===== config.mk =====
export PLATFORM = sky130hd
export DESIGN_NAME = nrt_cell
export DESIGN_NICKNAME = d
export VERILOG_FILES = /design/src/hdl/nrt_pkg.sv /design/src/hdl/nrt_cell.sv
export SDC_FILE = /design/constraint.sdc
export NUM_CORES = 1
export LEC_CHECK = 0
export BUFFER_PORTS_ARGS = -buffer_cell sky130_fd_sc_hd__buf_2
export CAP_MARGIN = 20
export CORE_AREA = 2 2 276 278
export CTS_CLUSTER_DIAMETER = 50
export DETAILED_ROUTE_END_ITERATION = 8
export DIE_AREA = 0 0 278 280
export SETUP_SLACK_MARGIN = 0.15
export SYNTH_ARGS = -nofsm -noshare
export SYNTH_HDL_FRONTEND = slang
export SYNTH_SLANG_ARGS = --single-unit

===== constraint.sdc =====
create_clock -name i_clk -period 2.3 [get_ports i_clk]
set_input_delay 0.115 -clock i_clk [delete_from_list [all_inputs] [get_ports i_clk]]
set_output_delay 0.115 -clock i_clk [all_outputs]
set_load 0.03 [all_outputs]

===== src/hdl/nrt_pkg.sv =====
package nrt_pkg;

    localparam int TABLE_SLOTS = 32;
    localparam int NAME_BYTES  = 16;
    localparam int IDX_W       = (TABLE_SLOTS > 1) ? $clog2(TABLE_SLOTS) : 1;

    typedef enum logic [1:0] {
        OP_LOOKUP     = 2'd0,
        OP_REGISTER   = 2'd1,
        OP_UNREGISTER = 2'd2,
        OP_ENUMERATE  = 2'd3
    } t_op;

    typedef enum logic [2:0] {
        ST_OK       = 3'd0,
        ST_INVALID  = 3'd1,
        ST_NOTFOUND = 3'd2,
        ST_NOTSUP   = 3'd3,
        ST_ALREADY  = 3'd4,
        ST_FULL     = 3'd5
    } t_status;

    typedef enum logic [1:0] {
        S_IDLE,
        S_SCAN,
        S_FIN
    } t_state;

    typedef struct packed {
        t_op         op;
        logic [31:0] dir;
        logic [63:0] nlo;
        logic [63:0] nhi;
        logic [31:0] ifc;
        logic [31:0] srv;
        logic [31:0] hnd;
        logic [7:0]  want;
        logic        wild;
        logic        empty;
    } t_req;

    typedef struct packed {
        logic             act;
        logic             seen;
        logic             done;
        logic             same;
        logic             free_found;
        logic [IDX_W-1:0] free_idx;
        logic [7:0]       count;
        logic [31:0]      srv;
        logic [31:0]      hnd;
        logic [63:0]      nlo;
        logic [63:0]      nhi;
    } t_tok;

    typedef struct packed {
        logic             en;
        logic [IDX_W-1:0] idx;
    } t_wr;

    function automatic logic [127:0] norm_name(input logic [127:0] raw);
        logic [127:0] r;
        logic         ended;
        r     = '0;
        ended = 1'b0;
        for (int i = 0; i < 16; i++) begin
            if (i >= NAME_BYTES || raw[i*8 +: 8] == 8'h00) begin
                ended = 1'b1;
            end
            if (!ended) begin
                r[i*8 +: 8] = raw[i*8 +: 8];
            end
        end
        return r;
    endfunction

endpackage


===== src/hdl/nrt_cell.sv =====
module nrt_cell (
    input  logic                      i_clk,
    input  logic                      i_rst_n,
    input  logic [nrt_pkg::IDX_W-1:0] i_idx,
    input  nrt_pkg::t_req             i_req,
    input  nrt_pkg::t_wr              i_wr,
    input  nrt_pkg::t_tok             i_tok,
    output nrt_pkg::t_tok             o_tok
);

    logic [63:0] r_nlo;
    logic [63:0] r_nhi;
    logic [31:0] r_dir;
    logic [31:0] r_ifc;
    logic [31:0] r_srv;
    logic [31:0] r_hnd;
    nrt_pkg::t_tok r_tok;
    nrt_pkg::t_tok n_tok;

    logic eq_dir;
    logic eq_name;
    logic eq_ifc;
    logic ifc_ok;
    logic occupied;
    logic clr;

    assign eq_dir   = (r_dir == i_req.dir);
    assign eq_name  = (r_nlo == i_req.nlo) && (r_nhi == i_req.nhi);
    assign eq_ifc   = (r_ifc == i_req.ifc);
    assign ifc_ok   = i_req.wild || eq_ifc;
    assign occupied = (r_nlo[7:0] != 8'h00);

    always_comb begin
        n_tok = i_tok;
        clr   = 1'b0;
        unique case (i_req.op)
            nrt_pkg::OP_LOOKUP: begin
                if (!i_tok.done && eq_dir && eq_name) begin
                    n_tok.seen = 1'b1;
                    if (ifc_ok) begin
                        n_tok.done = 1'b1;
                        n_tok.srv  = r_srv;
                        n_tok.hnd  = r_hnd;
                    end
                end
            end
            nrt_pkg::OP_REGISTER: begin
                if (!i_tok.done && !i_req.empty && eq_dir && eq_name && eq_ifc) begin
                    n_tok.done = 1'b1;
                    n_tok.same = (r_srv == i_req.srv) && (r_hnd == i_req.hnd);
                end
                if (!i_tok.free_found && !occupied) begin
                    n_tok.free_found = 1'b1;
                    n_tok.free_idx   = i_idx;
                end
            end
            nrt_pkg::OP_UNREGISTER: begin
                if (!i_tok.done && eq_dir && eq_name && eq_ifc) begin
                    n_tok.done = 1'b1;
                    clr        = i_tok.act;
                end
            end
            nrt_pkg::OP_ENUMERATE: begin
                if (!i_tok.done && occupied && eq_dir && ifc_ok) begin
                    if (i_tok.count == i_req.want) begin
                        n_tok.done = 1'b1;
                        n_tok.srv  = r_srv;
                        n_tok.hnd  = r_hnd;
                        n_tok.nlo  = r_nlo;
                        n_tok.nhi  = r_nhi;
                    end else begin
                        n_tok.count = i_tok.count + 8'd1;
                    end
                end
            end
            default: begin
                n_tok = i_tok;
            end
        endcase
    end

    always_ff @(posedge i_clk) begin
        if (!i_rst_n) begin
            r_nlo <= '0;
            r_nhi <= '0;
            r_dir <= '0;
            r_ifc <= '0;
            r_srv <= '0;
            r_hnd <= '0;
        end else if (i_wr.en && i_wr.idx == i_idx) begin
            r_nlo <= i_req.nlo;
            r_nhi <= i_req.nhi;
            r_dir <= i_req.dir;
            r_ifc <= i_req.ifc;
            r_srv <= i_req.srv;
            r_hnd <= i_req.hnd;
        end else if (clr) begin
            r_nlo <= '0;
            r_nhi <= '0;
        end
    end

    always_ff @(posedge i_clk) begin
        if (!i_rst_n) begin
            r_tok <= '0;
        end else begin
            r_tok <= n_tok;
        end
    end

    assign o_tok = r_tok;

endmodule


* After elaboration in Yosys (flattened, before gate mapping)
Index checks and enable logic that the tools add are counted.
Word-level totals: word-level logic and storage cells 74, flip-flop bits (word level) 466, output and inout bits 210
Operators by class: reductions and logical operators 22, $add $sub $neg 1, multiplexer cells 23, equal/unequal tests 11
Operators by type and width (number):
- two-way mux 64 bit | 5
- two-way mux 200 bit | 1
- two-way mux 192 bit | 1
- == test 32 bit | 4
- == test 64 bit | 2
- two-way mux 128 bit | 1
- case mux 64 bit (2 select lines) | 1
- two-way mux 8 bit | 2
- logical AND 1 bit | 14
- adder 8 x 1 -> 8 bit (second input constant) | 1
- == test 8 bit | 1
- nonzero test 8 bit | 1
- two-way mux 1 bit | 7
- two-way mux 7 bit | 1
- two-way mux 6 bit | 1
- == test 5 bit | 1
- == test 2 bit (second input constant) | 2
- logical NOT 1 bit | 4
- two-way mux 2 bit | 2
- case mux 1 bit (4 select lines) | 1
- == test 2 x 1 -> 1 bit (second input constant) | 1
- logical NOT 2 bit | 1
- nonzero test 2 bit | 1
- logical OR 1 bit | 1

* Depth between registers and ports, before layout
Gate-level depths: netlist of run 1.
word-level depth 8, gate-level depth with buffers 10, gate-level depth less buffers 7

* Worst setup path before layout of run 1
No wires, ideal clock.
kind register to register, start point register r_dir[18], end point register r_tok, in the netlist o_tok[56], data required time 2.168 ns, setup slack -0.225 ns, buffers on the path 3, arrival 2.393 ns, setup time 0.132 ns, stages on the path, launching flop included 11, path through dfxtp_1 -> xor2_1 -> nor4_1 -> nand4_1 -> or3_1 -> buf_2 -> or4_1 -> clkbuf_1 -> clkbuf_1 -> nand2_1 -> a21oi_1
On the way: word-level cells in the longest chain between the ends 5
Ends and longest elaborated chain:
- start: declaration | line nrt_cell.sv:13 | logic [31:0] r_dir;
- start signal: assignment | line nrt_cell.sv:93 | r_dir <= i_req.dir;
- == test 32 bit | line nrt_cell.sv:27 | assign eq_dir = (r_dir == i_req.dir);
- logical AND 1 bit (2 in series) | line nrt_cell.sv:64 | if (!i_tok.done && occupied && eq_dir && ifc_ok) begin
- two-way mux 200 bit | line nrt_cell.sv:64
- two-way mux 128 bit | line nrt_cell.sv:36 | unique case (i_req.op)
- end signal: assignment | line nrt_cell.sv:107 | r_tok <= n_tok;
- end: declaration | line nrt_cell.sv:17 | nrt_pkg::t_tok r_tok;
Every way passes these cells. A chain may end at the register's enable or synchronous reset.

* Worst setup path in the final report of run 1
start point register r_dir[0], end point register r_tok, in the netlist o_tok[56]
The elaborated chain is that of the path after synthesis.

==> flow_metrics.env, run 1 <==
export IMPL_outcome="complete, but fails checks"
export IMPL_violations="setup timing"
export IMPL_port_buffers=700
export IMPL_first_pass_iters=6
export IMPL_async_flop_share_pct=0
export IMPL_final_util_pct=48.99
export IMPL_antenna_found_initial=29
export IMPL_dieHeight_um=280
export IMPL_cap_violations=0
export IMPL_synth_edf_count=0
export IMPL_rows=101
export IMPL_grt_max_degree=131
export IMPL_synth_seq_cells=466
export IMPL_io_pins=701
export IMPL_cts_sink_count=466
export IMPL_hold_violations=0
export IMPL_root_buffer="clkbuf_16"
export IMPL_crit_arrival_ns=3.40
export IMPL_fin_worst_hold_slack_ns=0.1218
export IMPL_finClkSkew_ns=0.06011
export IMPL_synth_top_cell_area_share_pct=43.87
export IMPL_clk_pin_slew_ns=0.06
export IMPL_yosys_area_top_type="dfxtp_1"
export IMPL_synth_area_leaders="dfxtp_1 44%, nand2_1 14%, xnor2_1 7.7%"
export IMPL_max_freq_ghz=0.3437
export IMPL_htree_levels=3
export IMPL_clk_insertion_delay_late_ns=0.64
export IMPL_crit_path_cell_trace="xor2_2 > nor4_4 > nand4_1 > or3_4 > buf_6 > or4_4 > buf_16 > buf_12 > nand2_1 > a21oi_1"
export IMPL_slew_headroom_pct=47.68
export IMPL_worstMarginPinSlew_ns=0.7847
export IMPL_rsz0062_at_grt="true"
export IMPL_setup_viol=331
export IMPL_place_ws_ns=-1.221
export IMPL_gp_congestion=0.8693
export IMPL_core_area_um2=75190
export IMPL_gr_total_overflow=0
export IMPL_fillers=6898
export IMPL_die_area_um2=77840
export IMPL_p_per_area_nw_per_um2=637.3
export IMPL_synth_top_flop_cell="dfxtp_1"
export IMPL_num_vias=24073
export IMPL_synth_distinct_cells=39
export IMPL_antenna_left=0
export IMPL_dp_cells=4341
export IMPL_layout_setup_ws_ns=-0.6099
export IMPL_syn_area_um2=21260
export IMPL_hold_class="input port to register"
export IMPL_peakVddDrop_uv=490.1
export IMPL_drt_wl_total_mm=101.7
export IMPL_yosysWarningCount=0
export IMPL_path_buf_inv=3
export IMPL_end_kind="register"
export IMPL_drive_gt1_share_pct=32.63
export IMPL_drt_first_iter_violations=1662
export IMPL_synth_top_cells_by_count="773 x nand2_1, 466 x dfxtp_1, 265 x a21oi_1"
export IMPL_first_global_vias=23502
export IMPL_clockBufferDepth=3
export IMPL_cp_start_kind="register"
export IMPL_crit_family="simple AND/OR/NAND/NOR gates"
export IMPL_power_leakage_nw=16.30
export IMPL_wl_per_cell_um=20.36
export IMPL_area_delta_synth_final_pct=73.23
export IMPL_final_max_slew_viol_count=0
export IMPL_seq_area_frac_synth_pct=43.87
export IMPL_syn_area_per_cell_um2=8.502
export IMPL_cp_required_ns=2.79
export IMPL_nNetsFinal=4441
export IMPL_critPathKind="register to register"
export IMPL_post_route_min_period_ns=2.910
export IMPL_crit_path_max_fanout=41
export IMPL_grt_pass1_wl_mm=143.5
export IMPL_fin_cells=4996
export IMPL_rrSetupSlack_ns=-0.61
export IMPL_drc_errors=0
export IMPL_initial_utilization_pct=28.28
export IMPL_avgViaCountPerCell=4.818
export IMPL_slowest_stage="or4_4"
export IMPL_synthMostInstantiatedCell="nand2_1"
export IMPL_cts_buffers_inserted=71
export IMPL_die_w_um=278
export IMPL_period_share_pct=126.5
export IMPL_track_usage_pct=24.20
export IMPL_cpPeakStageDelay_ns=0.62
export IMPL_synth_nets=2997
export IMPL_cts_tree="built"
export IMPL_dp_final_hpwl_mm=70.04
export IMPL_postSynthCellCount=2501
-- sequential cells by signal, summed over array words and instances, names as in the netlist --
| register | flops |
|---|---|
| o_tok | 210 |
| r_nlo | 64 |
| r_nhi | 64 |
| r_srv | 32 |
| r_hnd | 32 |
| r_ifc | 32 |
| r_dir | 32 |
-- through the flow --
stage                     instance area (um^2)  total power [mW]  setup TNS [ns]
after global routing                     36830             24.24         -217.98
final                                    36830             23.48         -175.23
after floorplan                          21570             10.08          -22.23
after global placement                   28180             11.55         -319.16
after CTS                                35810             23.48         -160.71
after detailed placement                 28180             11.56         -304.37
-- cell type report --
class / instances / area (um^2) / share of cell area, %
repair buffers: 1552 / 12040 / 32.67
multi-input cells: 1846 / 11690 / 31.74
flip-flops and latches: 466 / 9343 / 25.36
clock buffers: 89 / 1924 / 5.224
well taps: 978 / 1224 / 3.322
clock inverters: 39 / 535.5 / 1.454
diodes: 18 / 45.04 / 0.1223
inverters: 8 / 37.54 / 0.1019
-- where the power goes --
| group | total [mW] | switching [mW] | leakage (nW) | internal [mW] |
|---|---|---|---|---|
| sequential | 8.51 | 0.137 | 3.82 | 8.37 |
| clock | 11.2 | 4.52 | 1.18 | 6.68 |
| combinational | 3.77 | 1.98 | 11.3 | 1.79 |
-- routing by layer --
metal	wire [um]	GRT usage, %
met1	40460	28.79
met2	48400	41.06
met3	8171	6.603
met4	4556	10.08
met5	117	0
-- what timing repair did --
item                                    4_1_cts  5_1_grt
endpoints found under the setup margin      336      336
hold buffers                                474        0
gates resized for setup                      52      120
pin swaps                                    31       64
buffers inserted                              8        2
gates cloned                                  3       22
endpoints found under the hold margin       466        0
-- cells in the final DEF (no fill, tap or decap), types with 5 or more instances in the layout --
cell           synthesis  final
nand2_1              773    740
buf_2                 42    699
dlygate4sd3_1          0    474
dfxtp_1              466    455
buf_4                  1    297
a21oi_1              265    240
xnor2_1              187    179
mux2i_1              135    132
a22o_1               128    128
clkbuf_16              0     89
xor2_1                83     81
nand2b_1              65     65
o311a_1               64     64
nand4_1               54     54
buf_12                 5     31
nand2_4                0     25
nor4_1                33     24
a21oi_2                0     24
buf_6                  1     19
diode_2                0     18
nor2_1                15     14
dfxtp_2                0     11
clkbuf_1             132     10
buf_8                  0      9
nor4_4                 1      8
nand2_2                0      8
clkbuf_8               0      8
inv_1                  8      7
xnor2_2                0      7
clkinvlp_4             0      7
clkinv_2               0      7
nand3b_1               5      5
bufinv_16              0      5
clkinv_4               0      5
inv_6                  0      5
-- tightest hold or removal path: stages --
cell and delay [ns]:
buf_2 0.14, ha_1 0.27, a21oi_1 0.09, nor2_1 0.07
-- final timing paths --
kind,from,end,cells after the start
hold reg to reg,r_dir[18]$_SDFFE_PN0P_,r_dir[18]$_SDFFE_PN0P_,2
setup reg to reg,r_dir[0]$_SDFFE_PN0P_,o_tok[56]$_SDFF_PN0_,10
hold / removal,i_req[266],o_tok[205]$_SDFF_PN0_,4
setup / recovery,r_dir[0]$_SDFFE_PN0P_,o_tok[56]$_SDFF_PN0_,10
-- logic make-up after synthesis --
kind of cell	Yosys count	synth area share, %
compound gates	469	14.99
xor+xnor	270	11.12
fa+ha+maj	5	0.2942
buf+inv	189	4.019
flops	466	43.87
mux	135	6.355
simple gates	967	19.35
(Power assumes the default switching activity.)
==> inputs of run 2 (changes only) <==
--- a/config.mk
+++ b/config.mk
@@ -5,12 +5,14 @@
 export SDC_FILE = /design/constraint.sdc
 export NUM_CORES = 1
 export LEC_CHECK = 0
+export ABC_AREA = 1
 export BUFFER_PORTS_ARGS = -buffer_cell sky130_fd_sc_hd__buf_2
 export CAP_MARGIN = 20
-export CORE_AREA = 2 2 276 278
+export CORE_AREA = 2 2 271 273
 export CTS_CLUSTER_DIAMETER = 50
 export DETAILED_ROUTE_END_ITERATION = 8
-export DIE_AREA = 0 0 278 280
+export DIE_AREA = 0 0 273 275
+export PLACE_DENSITY = 0.59
 export SETUP_SLACK_MARGIN = 0.15
 export SYNTH_ARGS = -nofsm -noshare
 export SYNTH_HDL_FRONTEND = slang
==> run 2 against run 1 <==
Effect of this change:
- the flow still finishes with violations (setup timing)
- power increased by 6.4%
- synthesized area up 23%
- non-clock buffer count fell by 91
- first-iteration DRC count increased by 83%
- largest power group unchanged
- sequential share of layout area down 3.7 points
- synthesized cell count is 61% higher
- clock power increased by 6%
- global-route usage rose by 6.6 points
==> flow_metrics.env, run 2 <==
export IMPL_outcome="complete, but fails checks"
export IMPL_violations="setup timing"
export IMPL_drc_errors=0
export IMPL_clockBufferDepth=3
export IMPL_rows=99
export IMPL_p_per_area_nw_per_um2=577.4
export IMPL_end_kind="register"
export IMPL_cp_start_kind="register"
export IMPL_hold_violations=0
export IMPL_largest_reg_flops=210
export IMPL_yosysWarningCount=0
export IMPL_async_flop_share_pct=0
export IMPL_fin_worst_hold_slack_ns=0.04840
export IMPL_fillers=6268
export IMPL_io_pins=701
export IMPL_hold_class="input port to register"
export IMPL_first_pass_iters=8
export IMPL_period_share_pct=107.1
export IMPL_synth_top_cells_by_count="1042 x nand2_1, 551 x inv_1, 466 x dfxtp_1"
export IMPL_setup_viol=245
export IMPL_synth_distinct_cells=36
export IMPL_final_max_slew_viol_count=0
export IMPL_postSynthCellCount=4033
export IMPL_placed_cell_area_um2=31860
export IMPL_max_freq_ghz=0.4058
export IMPL_port_buffers=700
export IMPL_clk_pin_slew_ns=0.06
export IMPL_num_vias=32765
export IMPL_grt_max_degree=169
export IMPL_worstMarginPinSlew_ns=1.081
export IMPL_cp_required_ns=2.80
export IMPL_peakVddDrop_uv=558.4
export IMPL_final_common_cell="nand2_1"
export IMPL_yosys_area_top_type="dfxtp_1"
export IMPL_grt_pass1_wl_mm=179.1
export IMPL_area_delta_synth_final_pct=65.48
export IMPL_finClkSkew_ns=0.04224
export IMPL_synth_top_cell_area_share_pct=35.68
export IMPL_seq_area_frac_synth_pct=35.68
export IMPL_antenna_found_initial=33
export IMPL_antenna_left=0
export IMPL_cts_buffers_inserted=72
export IMPL_synthMostInstantiatedCell="nand2_1"
export IMPL_crit_arrival_ns=2.97
export IMPL_nNetsFinal=5821
export IMPL_synth_edf_count=0
export IMPL_avgViaCountPerCell=5.142
export IMPL_drt_wl_total_mm=126.0
export IMPL_synth_area_leaders="dfxtp_1 36%, nand2_1 15%, inv_1 7.9%"
export IMPL_die_w_um=273
export IMPL_clk_insertion_delay_late_ns=0.63
export IMPL_first_global_vias=30592
export IMPL_syn_area_um2=26140
export IMPL_gr_total_overflow=0
export IMPL_rsz0062_at_grt="true"
export IMPL_track_usage_pct=30.77
export IMPL_drt_first_iter_violations=3035
export IMPL_crit_path_max_fanout=12
export IMPL_power_leakage_nw=20.01
export IMPL_cts_sink_count=466
export IMPL_syn_area_per_cell_um2=6.482
export IMPL_synth_top_flop_cell="dfxtp_1"
export IMPL_final_cell_mix="963 x nand2_1, 699 x buf_2, 529 x inv_1, 475 x dlygate4sd3_1, 424 x dfxtp_1"
export IMPL_rrSetupSlack_ns=-0.16
export IMPL_wl_per_cell_um=19.78
export IMPL_htree_levels=3
export IMPL_drive_gt1_share_pct=31.69
export IMPL_dieHeight_um=275
export IMPL_layout_setup_ws_ns=-0.1642
export IMPL_dp_final_hpwl_mm=80.14
export IMPL_synth_seq_cells=466
export IMPL_synth_nets=4529
export IMPL_initial_utilization_pct=36.14
export IMPL_die_area_um2=75080
export IMPL_gp_congestion=0.9657
export IMPL_cts_tree="built"
export IMPL_cap_violations=0
export IMPL_root_buffer="clkbuf_16"
export IMPL_post_route_min_period_ns=2.464
export IMPL_critPathKind="register to register"
export IMPL_slew_headroom_pct=27.92
export IMPL_core_area_um2=72340
export IMPL_finish_instance_area_um2=43260
## run 2: cell count changes after synthesis, sizes merged, moves of 128 or more
cell and change:
mux2i -135, a211oi +129, nand3 +358, nor2 +336
o21ai +304, a22o -128, inv +558, nand2 +270
## run 2: worst paths after layout
path / start / endpoint / cells past startpoint
max: r_ifc[3]$_SDFFE_PN0P_ / o_tok[0]$_SDFF_PN0_ / 13
min: i_req[267] / o_tok[207]$_SDFF_PN0_ / 6
max reg2reg: r_ifc[3]$_SDFFE_PN0P_ / o_tok[0]$_SDFF_PN0_ / 13
min reg2reg: r_dir[23]$_SDFFE_PN0P_ / r_dir[23]$_SDFFE_PN0P_ / 2
## run 2: stage by stage
stage	util, %	total power, mW	setup WS, ns	TNS (ns)	std cells
2_1_floorplan	-	10.64	0.4864	0	4033
3_3_place_gp	44.04	12.12	-0.3652	-47.13	5639
3_5_place_dp	44.04	12.13	-0.4107	-60.16	5639
4_1_cts	56.92	24.81	-0.06923	-2.426	6311
5_1_grt	59.78	25.77	-0.3366	-58.12	6364
6_report	59.80	24.98	-0.1642	-11.46	6372
## run 2: area by class of cell
type	instances	area, um^2	area share, %
Multi-Input combinational cell	2745	15510	35.86
Timing Repair Buffer	1461	12280	28.39
Sequential cell	466	9384	21.69
Inverter	579	2202	5.090
Clock buffer	93	2001	4.625
Tap cell	959	1200	2.774
Clock inverter	39	605.6	1.400
Antenna cell	30	75.07	0.1735
## run 2: cell families (layout without fill, tap and decap cells)
family	after synthesis	count (layout)	share of synthesized area, %
AND/OR/NAND/NOR	1826	1826	28.66
other	0	30	0
adder cells (fa/ha/maj)	5	5	0.2393
buffers and inverters	822	2172	12.52
flip-flops	466	466	35.68
AO/OA/AOI/OAI	777	777	18.31
XOR/XNOR	137	137	4.590
## run 2: report_power, final
group | internal [mW] | switching [mW]
Clock | 7.40 | 4.50
Combinational | 1.87 | 2.62
Sequential | 8.41 | 0.189
Total | 17.7 | 7.30
## run 2: worst max-delay path, stage by stage (launching register included)
cell and delay [ns]:
dfxtp_1 0.35, xnor2_2 0.22, nand2_2 0.16, nor2_2 0.15, nand2_1 0.06, nor2_1 0.12, nand2_2 0.10, nand2_4 0.11
nand4_1 0.13, buf_6 0.17, clkbuf_16 0.21, clkbuf_16 0.18, nor2_1 0.29, a211oi_2 0.06
## run 2: routing by layer
layer	track usage [%]	share of wire [%]	vias up	routed length, um
met5	0	0.079	-	100
met4	15.73	5.5	14	6941
met3	6.616	8.8	433	11110
met2	50.89	46	1621	58490
met1	37.72	39	15260	49370
li1	-	-	15437	-
## run 2: timing repair
item                                    4_1_cts  5_1_grt
endpoints found under the setup margin      323      333
hold buffers                                474        1
resized for setup                           244      395
setup buffers                                37       12
cloned                                       29       18
hold endpoints to repair                    466        1
pin swaps                                    87      145
